==> config.mk <==
export PLATFORM = sky130hd
export DESIGN_NAME = crc16_checksum_engine
export DESIGN_NICKNAME = d
export VERILOG_FILES = /design/src/design/crc16ce_pkg.sv /design/src/design/crc16ce_cfg_regs.sv /design/src/design/crc16ce_datapath.sv /design/src/design/crc16_checksum_engine.sv
export SDC_FILE = /design/constraint.sdc
export NUM_CORES = 1
export LEC_CHECK = 0
export ABC_CLOCK_PERIOD_IN_PS = 6690
export BUFFER_PORTS_ARGS = -buffer_cell sky130_fd_sc_hd__buf_2
export CAP_MARGIN = 20
export CORE_ASPECT_RATIO = 1.1
export CORE_MARGIN = 4
export CORE_UTILIZATION = 40
export DETAILED_ROUTE_END_ITERATION = 8
export GPL_TIMING_DRIVEN = 0
export SLEW_MARGIN = 20
export SYNTH_ARGS = -nofsm -noshare
export SYNTH_HDL_FRONTEND = slang
export SYNTH_HIERARCHICAL = 1
export SYNTH_SLANG_ARGS = --single-unit
==> constraint.sdc <==
create_clock -name clk -period 6.69 [get_ports clk]
set_clock_uncertainty 0.2 [all_clocks]
set_input_delay 0.3345 -clock clk [delete_from_list [all_inputs] [get_ports clk]]
set_output_delay 0.3345 -clock clk [all_outputs]
set_load 0.005 [all_outputs]
==> src/design/crc16ce_pkg.sv <==
package crc16ce_pkg;

    localparam int BYTE_W   = 8;
    localparam int WORD_W   = 16;
    localparam int MODE_W   = 2;
    localparam int CFG_IDX_W = 2;

    // Register indexes on the configuration port
    localparam logic [CFG_IDX_W-1:0] REG_POLY = 2'd0;
    localparam logic [CFG_IDX_W-1:0] REG_MODE = 2'd1;

    // Algorithm modes; any mode with bit 1 set is treated as checksum
    localparam logic [MODE_W-1:0] MODE_CRC = 2'd0;
    localparam logic [MODE_W-1:0] MODE_SUM = 2'd1;
    localparam logic [MODE_W-1:0] MODE_CHK = 2'd2;

    localparam logic [WORD_W-1:0] POLY_RESET = 16'h8005;
    localparam logic [WORD_W-1:0] WORD_ZERO  = 16'h0000;

    typedef struct packed {
        logic [WORD_W-1:0] poly;
        logic [MODE_W-1:0] mode;
    } cfg_t;

    typedef struct packed {
        logic [WORD_W-1:0] next_value;
        logic [WORD_W-1:0] result;
    } dp_out_t;

    // One byte folded into an MSB-first CRC, unrolled over eight bits
    function automatic logic [WORD_W-1:0] crc_byte(
        input logic [WORD_W-1:0] crc,
        input logic [BYTE_W-1:0] data,
        input logic [WORD_W-1:0] poly
    );
        logic [WORD_W-1:0] c;
        c = crc ^ {data, 8'h00};
        for (int b = 0; b < BYTE_W; b++)
        begin
            if (c[WORD_W-1])
            begin
                c = {c[WORD_W-2:0], 1'b0} ^ poly;
            end
            else
            begin
                c = {c[WORD_W-2:0], 1'b0};
            end
        end
        return c;
    endfunction

endpackage

==> src/design/crc16ce_cfg_regs.sv <==
module crc16ce_cfg_regs (
    input  logic                                 clk,
    input  logic                                 rst_n,
    input  logic                                 cfg_valid,
    output logic                                 cfg_ready,
    input  logic [crc16ce_pkg::CFG_IDX_W-1:0]    cfg_index,
    input  logic [crc16ce_pkg::WORD_W-1:0]       cfg_data,
    output crc16ce_pkg::cfg_t                    cfg
);

    logic [crc16ce_pkg::WORD_W-1:0] poly_reg;
    logic [crc16ce_pkg::WORD_W-1:0] poly_next;
    logic [crc16ce_pkg::MODE_W-1:0] mode_reg;
    logic [crc16ce_pkg::MODE_W-1:0] mode_next;

    assign cfg_ready = 1'b1;

    always_comb
    begin
        poly_next = poly_reg;
        mode_next = mode_reg;
        if (cfg_valid)
        begin
            case (cfg_index)
                crc16ce_pkg::REG_POLY: poly_next = cfg_data;
                crc16ce_pkg::REG_MODE: mode_next = cfg_data[crc16ce_pkg::MODE_W-1:0];
                default: ;  // unmapped index, write dropped
            endcase
        end
    end

    always_ff @(posedge clk or negedge rst_n)
    begin
        if (!rst_n)
        begin
            poly_reg <= crc16ce_pkg::POLY_RESET;
            mode_reg <= crc16ce_pkg::MODE_CRC;
        end
        else
        begin
            poly_reg <= poly_next;
            mode_reg <= mode_next;
        end
    end

    assign cfg = {poly_reg, mode_reg};

endmodule

==> src/design/crc16ce_datapath.sv <==
module crc16ce_datapath (
    input  crc16ce_pkg::cfg_t                 cfg,
    input  logic [crc16ce_pkg::WORD_W-1:0]    running_value,
    input  logic [crc16ce_pkg::BYTE_W-1:0]    data,
    output crc16ce_pkg::dp_out_t              dp
);

    logic [crc16ce_pkg::WORD_W-1:0] crc_val;
    logic [crc16ce_pkg::WORD_W-1:0] sum_val;
    logic [crc16ce_pkg::WORD_W-1:0] next_val;
    logic [crc16ce_pkg::WORD_W-1:0] res_val;
    logic [crc16ce_pkg::BYTE_W-1:0] chk_val;

    assign crc_val = crc16ce_pkg::crc_byte(running_value, data, cfg.poly);
    assign sum_val = running_value + {{(crc16ce_pkg::WORD_W-crc16ce_pkg::BYTE_W){1'b0}}, data};

    always_comb
    begin
        case (cfg.mode)
            crc16ce_pkg::MODE_CRC: next_val = crc_val;
            default:               next_val = sum_val;
        endcase
    end

    // two's complement of the sum, low byte only
    assign chk_val = 8'h00 - next_val[crc16ce_pkg::BYTE_W-1:0];

    always_comb
    begin
        case (cfg.mode)
            crc16ce_pkg::MODE_CRC,
            crc16ce_pkg::MODE_SUM: res_val = next_val;
            default:               res_val = {{(crc16ce_pkg::WORD_W-crc16ce_pkg::BYTE_W){1'b0}},
                                              chk_val};
        endcase
    end

    assign dp = {next_val, res_val};

endmodule

==> src/design/crc16_checksum_engine.sv <==
// crc16_checksum_engine
// Byte-stream checker: CRC-16 (MSB first, polynomial from register 0), a
// 16-bit wrapping byte sum, or an 8-bit two's-complement checksum, picked
// by register 1 (bit 1 set selects checksum).
// Input channel: in_valid/in_ready with data_byte and last_byte. Every item
// is folded into a running value; an item with last_byte set produces one
// result item on check_value (out_valid/out_ready) and clears the value.
// Config channel: cfg_valid/cfg_ready, cfg_index, cfg_data; always ready.
// Write it only while no message item is in flight.
// A last item passes through the input register, then the result register,
// before it is shown on out_valid.
// Throughput: one item per cycle when not stalled; the fold is a single pass
// of eight unrolled XOR-shift steps between the input and result registers.
// Stall: while the result register holds an untaken result, items without
// last_byte still flow through; a second last item waits in the input
// register and in_ready drops until out_ready takes the pending result.
// Reset: rst_n (async, low) empties both registers, zeroes the running
// value, and loads polynomial 0x8005 and CRC mode.
module crc16_checksum_engine (
    input  logic                                 clk,
    input  logic                                 rst_n,
    input  logic                                 in_valid,
    output logic                                 in_ready,
    input  logic [crc16ce_pkg::BYTE_W-1:0]       data_byte,
    input  logic                                 last_byte,
    output logic                                 out_valid,
    input  logic                                 out_ready,
    output logic [crc16ce_pkg::WORD_W-1:0]       check_value,
    input  logic                                 cfg_valid,
    output logic                                 cfg_ready,
    input  logic [crc16ce_pkg::CFG_IDX_W-1:0]    cfg_index,
    input  logic [crc16ce_pkg::WORD_W-1:0]       cfg_data
);

    crc16ce_pkg::cfg_t    cfg;
    crc16ce_pkg::dp_out_t dp;

    // input register
    logic                             s1_valid_reg;
    logic                             s1_valid_next;
    logic [crc16ce_pkg::BYTE_W-1:0]   s1_data_reg;
    logic                             s1_last_reg;

    // running state
    logic [crc16ce_pkg::WORD_W-1:0]   running_reg;
    logic [crc16ce_pkg::WORD_W-1:0]   running_next;

    // result register
    logic                             out_valid_reg;
    logic                             out_valid_next;
    logic [crc16ce_pkg::WORD_W-1:0]   result_reg;

    logic out_free;
    logic s1_move;
    logic in_fire;

    crc16ce_cfg_regs u_cfg (
        .clk       (clk),
        .rst_n     (rst_n),
        .cfg_valid (cfg_valid),
        .cfg_ready (cfg_ready),
        .cfg_index (cfg_index),
        .cfg_data  (cfg_data),
        .cfg       (cfg)
    );

    crc16ce_datapath u_dp (
        .cfg           (cfg),
        .running_value (running_reg),
        .data          (s1_data_reg),
        .dp            (dp)
    );

    // result slot is free if empty or being drained this cycle
    assign out_free = !out_valid_reg || out_ready;
    // a non-last item needs no result slot
    assign s1_move  = s1_valid_reg && (!s1_last_reg || out_free);
    assign in_ready = !s1_valid_reg || s1_move;
    assign in_fire  = in_valid && in_ready;

    always_comb
    begin
        s1_valid_next = s1_valid_reg;
        if (in_fire)
        begin
            s1_valid_next = 1'b1;
        end
        else if (s1_move)
        begin
            s1_valid_next = 1'b0;
        end

        running_next = running_reg;
        if (s1_move)
        begin
            running_next = s1_last_reg ? crc16ce_pkg::WORD_ZERO : dp.next_value;
        end

        out_valid_next = out_valid_reg;
        if (s1_move && s1_last_reg)
        begin
            out_valid_next = 1'b1;
        end
        else if (out_ready)
        begin
            out_valid_next = 1'b0;
        end
    end

    always_ff @(posedge clk or negedge rst_n)
    begin
        if (!rst_n)
        begin
            s1_valid_reg  <= 1'b0;
            out_valid_reg <= 1'b0;
            running_reg   <= crc16ce_pkg::WORD_ZERO;
        end
        else
        begin
            s1_valid_reg  <= s1_valid_next;
            out_valid_reg <= out_valid_next;
            running_reg   <= running_next;
        end
    end

    // payload registers, no reset
    always_ff @(posedge clk)
    begin
        if (in_fire)
        begin
            s1_data_reg <= data_byte;
            s1_last_reg <= last_byte;
        end
        if (s1_move && s1_last_reg)
        begin
            result_reg <= dp.result;
        end
    end

    assign out_valid   = out_valid_reg;
    assign check_value = result_reg;

endmodule

==> metrics.yaml <==
tns_ns: 0
setup_violations: 0
remaining_drc_errors: 0
tightest_slew_ns: 0.944
finalHoldViolations: 0
synth_edf_count: 25
synth_seq_cells: 61
n_antenna_cell: 0
first_iter_violations: 388
ys_types: 73
via_count: 5287
holdPathStages: 2
fin_crit_sh: 0.852
startpoint: "u_cfg/poly_reg[15]"
slew_violations: 0
grt_use_total: 0.199
die_y_um: 135
wl_per_cell_um: 17.1
yosys_warnings: 6
max_freq_mhz: 175
fin_crit_ns: 5.70
r2r_cells: 16
via_per_inst: 5.51
cp_data_required_time_ns: 6.56
cts_root_buf: "clkbuf_16"
dp_hpwl_um: 12500
rows: 46
die-area_um2: 16800
first_global_vias: 5269
post_cts_buffers: 0
drive_gt1_frac: 0.167
cts_tree: "done"
clk_pin_slew_ns: 0.06
synth_seq_area_share: 0.280
gr-total-overflow: 0
crit_arrival_ns: 5.57
wirelength_um: 16400
gp_congestion: 0.903
fin_nets: 804
area_delta_synth_final_pct: 15.3
antenna_found_initial: 0
hp-start: "in_valid"
slew_headroom: 0.371
min_path_type: "input pin to flip-flop"
num_io_pins: 51
synthesis.instances: 692
ys.flop_type: "dfrtp_1"
fillers: 1401
r2r-start: "u_cfg/poly_reg[15]"
grt_max_degree: 37
synth_fp_nets: 734
worstPathMaxFanout: 10
setup.worst_path.class: "flip-flop to flip-flop"
synthesis.area_um2: 5910
dieWidth_um: 124
crit_path_end_kind: "flip-flop"
start_util: 0.409
coreArea_um2: 14400
cts_max_path_buffers: 2
rsz0062_at_grt: "no"
status: "finished, final reports clean"
critPathLaunchType: "flip-flop"
clock_latency_ns: 0.33
syn_avg_cell_area_um2: 8.53
async_flop_share: 0.590
cap_violations: 0
detail-route-antenna-nets: 0
cts_sinks: 61
htreeDepth: 3
first_pass_iters: 5
grt_pass1_wl_um: 26400
cts_buffers: 9
io_buffers: 49
per-stage QoR:
step | instance area, µm² | hold WS [ns] | instances | util | worst slack [ns]
2_1_floorplan | 5910 | -0.161 | 692 | - | 1.94
4_1_cts | 6810 | 0.0220 | 959 | 0.471 | 1.03
3_5_place_dp | 6390 | 0.295 | 933 | 0.443 | 1.04
3_3_place_gp | 6390 | 0.285 | 933 | 0.442 | 1.04
6_report | 6810 | 0.0295 | 959 | 0.471 | 0.990
5_1_grt | 6810 | 0.0228 | 959 | 0.471 | 0.538
cell usage after synthesis (5+ instances only):
master	count	area share
xnor2_1	116	0.17
nand2_1	111	0.071
clkbuf_1	33	0.021
dfrtp_1	33	0.14
nand3_1	33	0.028
a21oi_1	28	0.024
nor2_1	26	0.017
edfxtp_1	25	0.13
o21ai_0	24	0.020
nand2b_1	20	0.021
mux2_2	19	0.036
nand3b_1	17	0.022
nand4b_1	17	0.025
inv_1	16	0.010
a211oi_1	12	0.015
xor2_1	12	0.018
buf_2	10	0.0085
ha_1	9	0.019
nor3_1	8	0.0068
o31ai_1	6	0.0076
or2_2	6	0.0064
a21o_1	5	0.0064
and3_1	5	0.0053
o211ai_1	5	0.0064
o21ai_1	5	0.0042
o21bai_1	5	0.0064
metal layers:
| layer | up-vias | wire (µm) | global-route usage |
|---|---|---|---|
| met5 | - | 0 | 0 |
| met4 | 0 | 529 | 0.0812 |
| met3 | 36 | 667 | 0.0288 |
| met2 | 144 | 8130 | 0.343 |
| met1 | 2560 | 7030 | 0.248 |
| li1 | 2547 | - | - |
area by class of cell:
cell class | count | area [µm²] | area share
Inverter | 16 | 60.1 | 0.00882
Buffer | 54 | 272 | 0.0399
Multi-Input combinational cell | 561 | 3920 | 0.576
Timing Repair Buffer | 59 | 345 | 0.0507
Tap cell | 192 | 240 | 0.0353
Clock inverter | 6 | 86.3 | 0.0127
Clock buffer | 10 | 229 | 0.0336
Sequential cell | 61 | 1660 | 0.243
cell families (layout without fill, tap and decap cells):
family	Yosys count	count (layout)	share of synthesized area
AO/OA/AOI/OAI	125	125	0.145
multiplexers	22	22	0.0424
AND/OR/NAND/NOR	267	267	0.232
XOR/XNOR	136	136	0.222
other	1	1	0.000635
buffers and inverters	70	145	0.0561
flip-flops	61	61	0.280
adder cells (fa/ha/maj)	10	10	0.0225
placed cells by master (no fill, tap or decap), drive strengths merged, types with 20 or more instances in the layout:
master  count
a21oi      28
nor2       26
clkbuf     43
xnor2     120
o21ai      29
nand3      33
edfxtp     25
buf        70
nand2     113
dfrtp      33
mux2       21
nand2b     20
final timing paths:
kind | endpoint | slack [ns]
setup reg to reg | check_value[4] | 0.99
hold / removal | s1_valid_reg | 0.03
setup / recovery | check_value[4] | 0.99
hold reg to reg | u_cfg/poly_reg[7] | 0.30
min in group asynchronous | running_reg[12] | 0.48
max in group asynchronous | u_cfg/poly_reg[7] | 5.21
repair_timing:
item / 4_1_cts / 5_1_grt
hold buffers: 10 / 0
endpoints found under the hold margin: 42 / 0
gates resized for setup: 0 / 0
endpoints found under the setup margin: 0 / 0
critical path: stages (launching register included):
cell and delay [ns]:
dfstp_2 0.53, clkbuf_1 0.33, inv_1 0.15, o21ai_1 0.26, and2_0 0.30, a211oi_1 0.13, o31ai_1 0.71, a2111oi_0 0.28
a2111oi_1 0.50, nand3_1 0.34, buf_2 0.30, o211a_1 0.15, a211oi_1 0.46, nand2_1 0.12, o211ai_1 0.33, a31oi_1 0.17
xor2_1 0.17
Power is not shown: default switching activity piles up to over one toggle a cycle in this logic, so the estimate is an artifact.
